File: src/apm_pkg.sv
// apm_pkg: shared constants, codes and controller/datapath types of the period meter
// depends on nothing
`timescale 1ns / 1ps

package apm_pkg;

  localparam int QUEUE_DEPTH_DEF = 64;
  localparam int SAMPLE_BITS_DEF = 16;
  localparam int FRAC_BITS_DEF   = 8;

  localparam int CMD_W     = 2;
  localparam int WEIGHT_W  = 16;
  localparam int SUM_W     = 48;
  localparam int ADS_W     = 64;
  localparam int PER_W     = 32;
  localparam int TOTAL_W   = 48;
  localparam int AMP_W     = 24;
  localparam int AVGP_W    = 40;
  localparam int DIVCFG_W  = 8;
  localparam int WARM_W    = 4;
  localparam int PADDR_W   = 3;
  localparam int PDATA_W   = 32;

  // shared divider operand widths
  localparam int DVD_W = ADS_W;
  localparam int DVS_W = SUM_W;

  localparam logic [DIVCFG_W-1:0] DIVISOR_RST = 8'd10;
  localparam logic [WARM_W-1:0]   WARMUP_RST  = 4'd2;

  // item command codes
  localparam logic [CMD_W-1:0] CMD_FEED  = 2'd0;
  localparam logic [CMD_W-1:0] CMD_POP   = 2'd1;
  localparam logic [CMD_W-1:0] CMD_CLEAR = 2'd2;

  typedef enum logic [1:0] {
    DSEL_AVG,
    DSEL_AMP,
    DSEL_THR,
    DSEL_PER
  } dsel_t;

  typedef enum logic [4:0] {
    S_IDLE,
    S_DECODE,
    S_POP_RD,
    S_POP_CAP,
    S_CLEAR,
    S_SUMS,
    S_AVG_GO,
    S_AVG_WAIT,
    S_DEV,
    S_MUL,
    S_ADS,
    S_AMP_GO,
    S_AMP_WAIT,
    S_THR_GO,
    S_THR_WAIT,
    S_EDGE,
    S_PER_GO,
    S_PER_WAIT,
    S_OUT
  } state_t;

  typedef struct packed {
    logic  load_item;
    logic  do_sums;
    logic  do_dev;
    logic  do_mul;
    logic  do_ads;
    logic  do_edge;
    logic  do_clear;
    logic  do_pop_rd;
    logic  do_pop_cap;
    logic  div_start;
    logic  div_cap;
    dsel_t div_sel;
    logic  load_out;
  } ctl_t;

  typedef struct packed {
    logic [CMD_W-1:0] item_cmd;
    logic             queue_empty;
    logic             div_done;
  } sts_t;

endpackage

File: src/apm_ctrl.sv
// apm_ctrl: sequencing state machine of the period meter
// depends on apm_pkg
`timescale 1ns / 1ps

module apm_ctrl (
  input  logic          clk,
  input  logic          rst,
  input  logic          in_valid,
  output logic          in_ready,
  output logic          out_valid,
  input  logic          out_ready,
  input  apm_pkg::sts_t sts,
  output apm_pkg::ctl_t ctl
);
  import apm_pkg::*;

  state_t state;
  state_t state_next;

  always_ff @(posedge clk) begin
    if (rst) begin
      state     <= S_IDLE;
      out_valid <= 1'b0;
    end else begin
      state <= state_next;
      if (ctl.load_out) begin
        out_valid <= 1'b1;
      end else if (out_ready) begin
        out_valid <= 1'b0;
      end
    end
  end

  always_comb begin
    state_next  = state;
    ctl         = '0;
    ctl.div_sel = DSEL_AMP;
    in_ready    = 1'b0;
    case (state)
      S_IDLE: begin
        in_ready = 1'b1;
        if (in_valid) begin
          ctl.load_item = 1'b1;
          state_next    = S_DECODE;
        end
      end
      S_DECODE: begin
        case (sts.item_cmd)
          CMD_FEED:  state_next = S_SUMS;
          CMD_POP:   state_next = sts.queue_empty ? S_AMP_GO : S_POP_RD;
          CMD_CLEAR: state_next = S_CLEAR;
          default:   state_next = S_AMP_GO;
        endcase
      end
      S_POP_RD: begin
        ctl.do_pop_rd = 1'b1;
        state_next    = S_POP_CAP;
      end
      S_POP_CAP: begin
        ctl.do_pop_cap = 1'b1;
        state_next     = S_AMP_GO;
      end
      S_CLEAR: begin
        ctl.do_clear = 1'b1;
        state_next   = S_AMP_GO;
      end
      S_SUMS: begin
        ctl.do_sums = 1'b1;
        state_next  = S_AVG_GO;
      end
      S_AVG_GO: begin
        ctl.div_sel   = DSEL_AVG;
        ctl.div_start = 1'b1;
        state_next    = S_AVG_WAIT;
      end
      S_AVG_WAIT: begin
        ctl.div_sel = DSEL_AVG;
        if (sts.div_done) begin
          ctl.div_cap = 1'b1;
          state_next  = S_DEV;
        end
      end
      S_DEV: begin
        ctl.do_dev = 1'b1;
        state_next = S_MUL;
      end
      S_MUL: begin
        ctl.do_mul = 1'b1;
        state_next = S_ADS;
      end
      S_ADS: begin
        ctl.do_ads = 1'b1;
        state_next = S_AMP_GO;
      end
      S_AMP_GO: begin
        ctl.div_sel   = DSEL_AMP;
        ctl.div_start = 1'b1;
        state_next    = S_AMP_WAIT;
      end
      S_AMP_WAIT: begin
        ctl.div_sel = DSEL_AMP;
        if (sts.div_done) begin
          ctl.div_cap = 1'b1;
          state_next  = (sts.item_cmd == CMD_FEED) ? S_THR_GO : S_PER_GO;
        end
      end
      S_THR_GO: begin
        ctl.div_sel   = DSEL_THR;
        ctl.div_start = 1'b1;
        state_next    = S_THR_WAIT;
      end
      S_THR_WAIT: begin
        ctl.div_sel = DSEL_THR;
        if (sts.div_done) begin
          ctl.div_cap = 1'b1;
          state_next  = S_EDGE;
        end
      end
      S_EDGE: begin
        ctl.do_edge = 1'b1;
        state_next  = S_PER_GO;
      end
      S_PER_GO: begin
        ctl.div_sel   = DSEL_PER;
        ctl.div_start = 1'b1;
        state_next    = S_PER_WAIT;
      end
      S_PER_WAIT: begin
        ctl.div_sel = DSEL_PER;
        if (sts.div_done) begin
          ctl.div_cap = 1'b1;
          state_next  = S_OUT;
        end
      end
      S_OUT: begin
        if (!out_valid || out_ready) begin
          ctl.load_out = 1'b1;
          state_next   = S_IDLE;
        end
      end
      default: state_next = S_IDLE;
    endcase
  end

endmodule

File: config.mk
export PLATFORM = sky130hd
export DESIGN_NAME = apm_ctrl
export DESIGN_NICKNAME = d
export VERILOG_FILES = /design/src/apm_pkg.sv /design/src/apm_ctrl.sv
export SDC_FILE = /design/constraint.sdc
export NUM_CORES = 1
export LEC_CHECK = 0
export ABC_CLOCK_PERIOD_IN_PS = 2660
export BUFFER_PORTS_ARGS = -buffer_cell sky130_fd_sc_hd__buf_2
export CAP_MARGIN = 25
export CORE_ASPECT_RATIO = 0.9
export CORE_UTILIZATION = 43
export DETAILED_ROUTE_END_ITERATION = 7
export MAX_ROUTING_LAYER = met4
export PLACE_DENSITY_LB_ADDON = 0.15
export RECOVER_POWER = 100
export SLEW_MARGIN = 20
export SYNTH_ARGS = -nofsm -noshare
export SYNTH_HDL_FRONTEND = slang
export SYNTH_SLANG_ARGS = --single-unit
File: constraint.sdc
create_clock -name clk -period 2.66 [get_ports clk]
set_input_delay 0.266 -clock clk [delete_from_list [all_inputs] [get_ports clk]]
set_output_delay 0.266 -clock clk [all_outputs]
set_load 0.05 [all_outputs]
# Yosys cells after proc, flatten, opt, wreduce, memory -nomap -nowiden
# Cells that the tools add are included.
classes:
  muxes: 29
  reduce_logical: 12
  n_eq_ne: 26
op_table:
  columns: ["cell", "count"]
  rows:
  - ["one-hot mux 5 bit (17 select lines)", 1]
  - ["equality test 5 x 4 -> 1 bit, second input constant", 8]
  - ["2-to-1 mux 5 bit", 7]
  - ["equality test 5 x 3 -> 1 bit, second input constant", 4]
  - ["2-to-1 mux 1 bit", 18]
  - ["equality test 5 bit, second input constant", 3]
  - ["!= test 2 bit, second input constant", 6]
  - ["one-hot mux 4 bit (3 select lines)", 1]
  - ["equality test 5 x 2 -> 1 bit, second input constant", 2]
  - ["OR reduction 4 bit", 2]
  - ["one-hot mux 2 bit (3 select lines)", 1]
  - ["AND reduction 6 bit", 1]
  - ["OR reduction 2 bit", 3]
  - ["equality test 5 x 1 -> 1 bit, second input constant", 1]
  - ["logical NOT 5 bit", 1]
  - ["2-to-1 mux 4 bit", 1]
  - ["OR reduction 3 bit", 1]
  - ["equality test 2 x 1 -> 1 bit, second input constant", 1]
  - ["equality test 2 bit, second input constant", 1]
  - ["logical NOT 2 bit", 1]
  - ["nonzero test 2 bit", 1]
  - ["logical NOT 1 bit", 1]
  - ["logical OR 1 bit", 1]
totals:
  output_inout_bits: 16
  wordCells: 69
  register_bits: 6
  in_bits: 8

# Depth between registers and ports, before layout
logic_depth:
  depth_word: 5
  depth_mapped: 7
  ltp_nobuf: 5

# Worst setup path before layout
# Ideal clock, no wire load.
synth_path:
  kind: "register to output"
  startpoint: "register state[0]"
  endpoint: "output ctl[4] (netlist bit)"
  path_stages_with_launch: 7
  setup_slack_ns: 0.127
  t_required_ns: 2.394
  n_path_buf: 1
  t_arrival_ns: 2.267
  path_cell_list: "dfxtp_1 clkbuf_1 nand2_1 or2_2 nand2_1 a21oi_1 o21ai_0"
synth_rtl:
  columns: ["element", "line", "source"]
  rows:
  - ["start: declaration", "apm_ctrl.sv:17", "state_t state;"]
  - ["start signal: assignment", "apm_ctrl.sv:25", "state <= state_next;"]
  - ["end: declaration", "apm_ctrl.sv:13", "output apm_pkg::ctl_t ctl"]

==> flow_summary.yaml <==
finish:
  layout-drive-gt1-share: 0.178
  antenna_cells: 0
  utilization: 0.507
  area_delta_synth_final_pct: 10.2
  num-nets-final: 139
  final_area_um2: 853
setup_path:
  crit_required_ns: 2.39
  end_kind: "output port"
  critical_path_buf_inv_count: 1
  cp_slowest_cell: "clkbuf_1"
  critPathLaunchType: "flip-flop"
  worstPathArrival_ns: 2.09
  worstPathCellList: "or2_0 > nor2_1 > nand3_1 > nor2_1 > clkbuf_1"
  worstPathMaxFanout: 16
  cpPeakStageDelay_ns: 0.47
  path_class: "reg -> out"
  crit_top_cell: "nor2_1"
  critPathTopFamily: "simple AND/OR/NAND/NOR gates"
logic_synthesis:
  yosys_warnings: 0
  ys_seq_area_frac: 0.155
  post_synth.cell_area_avg_um2: 7.04
  synth_top_area_frac: 0.155
  syn_nets: 118
  async_flop_share: 0
  synth_cells: 110
  yosysUniqueCellTypes: 40
  ys.flop_type: "dfxtp_1"
  yosys_register_bits: 6
  synth_area_um2: 774
  synth-edff-count: 0
  yosys-top-cells-area: "dfxtp_1, nor2_1, a21oi_1, o21ai_0, buf_6"
  synth_area_leader_cell: "dfxtp_1"
timing:
  final-hold-violation-count: 0
  post-route-min-period_ns: 2.35
  slew_violations: 0
  setup_slack_ns: 0.306
  tightest_slew_ns: 0.600
  timing.slew.headroom: 0.602
  fin_skew_ns: 0.00184
  fmax_mhz: 425
  fin_crit_sh: 0.885
  rsz0062_at_grt: "false"
  setup_viol: 0
  fin_hold_ws_ns: 0.293
  fin_setup_tns_ns: 0
cts:
  htreeDepth: 1
  holdBufCountCts: 0
  clk_latency_ns: 0.23
  clockBufferDepth: 2
  cts_tree: "done"
  numCtsBuffers: 3
  path_clk_slew_ns: 0.04
  root_buffer: "clkbuf_4"
  cts.repair.resized: 0
  postCtsSetupBuffers: 0
  clock_sinks: 6
global_routing:
  antenna_found_initial: 0
  grt_pass1_vias: 653
  grt_use_total: 0.204
  grt_max_degree: 20
  grt_pass1_wl_um: 2990
  overflow: 0
die:
  die_w_um: 46.7
  die_y_um: 42.3
  die_area_mm2: 0.00198
  num_rows: 14
  io_pins: 24
  coreArea_mm2: 0.00168
  initial_core_util: 0.461
drt:
  drtPass1Iterations: 4
  via_count: 874
  drc: 0
  drtAntennaViolNets: 0
  vias_per_cell: 5.71
  wl_per_cell_um: 12.9
  drt-total-wl_um: 1970
  drt_iter0_markers: 26
placement:
  dp_hpwl_um: 1450
  preCtsSetupSlack_ns: 0.627
  gp_congestion: 0.880
  numPortBuffers: 23
  detailed_place.area_um2: 855
power:
  p_comb_frac: 0.733
  power_density_mw_per_mm2: 1240
  ir_drop_uv: 722
  p_leak_uw: 0.000327
  p_sw_uw: 649
  p_int_uw: 407
  pwr-share-clk: 0.075
  p_sw_frac: 0.614
  seq_power_share: 0.192
job:
  drv_cap: 0
status:
  outcome: "completed"
worst_hold_path:
  hp-class: "in -> reg"
[routing by layer]
metal / vias up / wire, um / global-route usage
li1: 442 / - / -
met1: 400 / 1000 / 0.333
met2: 32 / 858 / 0.283
met3: 0 / 106 / 0.0259
met4: 0 / 0 / 0
met5: - / 0 / -
[worst paths after layout]
kind | cells after the start | from | slack, ns | end
hold / removal | 2 | rst | 0.29 | out_valid
setup reg to reg | 5 | state[3] | 0.42 | state[2]
hold reg to reg | 3 | out_valid | 0.68 | out_valid
setup / recovery | 5 | state[3] | 0.31 | ctl[0]
[area by class of cell]
class	count	area, um^2
Sequential cell	6	120
Clock buffer	3	22.5
Tap cell	24	30.0
Multi-Input combinational cell	90	546
Timing Repair Buffer	26	120
Inverter	4	15.0
Fill cell	199	828
[sequential cells by signal, indices dropped and copies added (netlist names)]
| name | flops |
|---|---|
| state | 5 |
| out_valid | 1 |
[cell families (layout without fill, tap and decap cells)]
kind of cell    count (synthesis)  in the layout  synth area share
flops                           6              6             0.155
xor+xnor                        2              2            0.0226
buf+inv                        14             33             0.132
compound gates                 35             35             0.320
simple gates                   53             53             0.370
[per-stage QoR]
| step | cells | total power [uW] |
|---|---|---|
| after floorplan | 110 | 864 |
| after global placement | 150 | 979 |
| after detailed placement | 150 | 984 |
| after CTS | 153 | 1070 |
| after global routing | 153 | 1130 |
| final | 153 | 1060 |
[layout by cell type, fill, tap and decap left out, drive strengths merged, types with 3 or more instances in the layout]
master / n
nor3: 4
clkbuf: 18
buf: 11
dfxtp: 6
o21ai: 9
a31oi: 4
nor4: 3
nand2: 8
or3: 3
inv: 4
nor2b: 3
nor2: 16
a21oi: 9
or2b: 3
[synthesized netlist by cell type (2+ instances only)]
| library cell | instances |
|---|---|
| nand2b_1 | 2 |
| nor2b_1 | 3 |
| clkbuf_8 | 2 |
| nor3_1 | 4 |
| or3_1 | 3 |
| clkbuf_1 | 3 |
| o21ai_0 | 9 |
| a31oi_1 | 3 |
| dfxtp_1 | 6 |
| or2b_2 | 3 |
| xnor2_1 | 2 |
| a22o_1 | 2 |
| nor4_1 | 3 |
| nor2_1 | 16 |
| nand2_1 | 7 |
| o22ai_1 | 2 |
| buf_6 | 4 |
| a21oi_1 | 9 |
| nand3_1 | 2 |
| a32o_1 | 2 |
| inv_1 | 4 |
[power by group through the flow]
stage                     Clock [uW]  Combinational (uW)  Sequential [uW]
after global routing            90.6                 834              207
after floorplan                    0                 721              142
after CTS                       82.6                 786              199
after detailed placement           0                 784              201
final                           79.7                 774              203
after global placement             0                 781              198
Power figures use the tool's default switching activity.
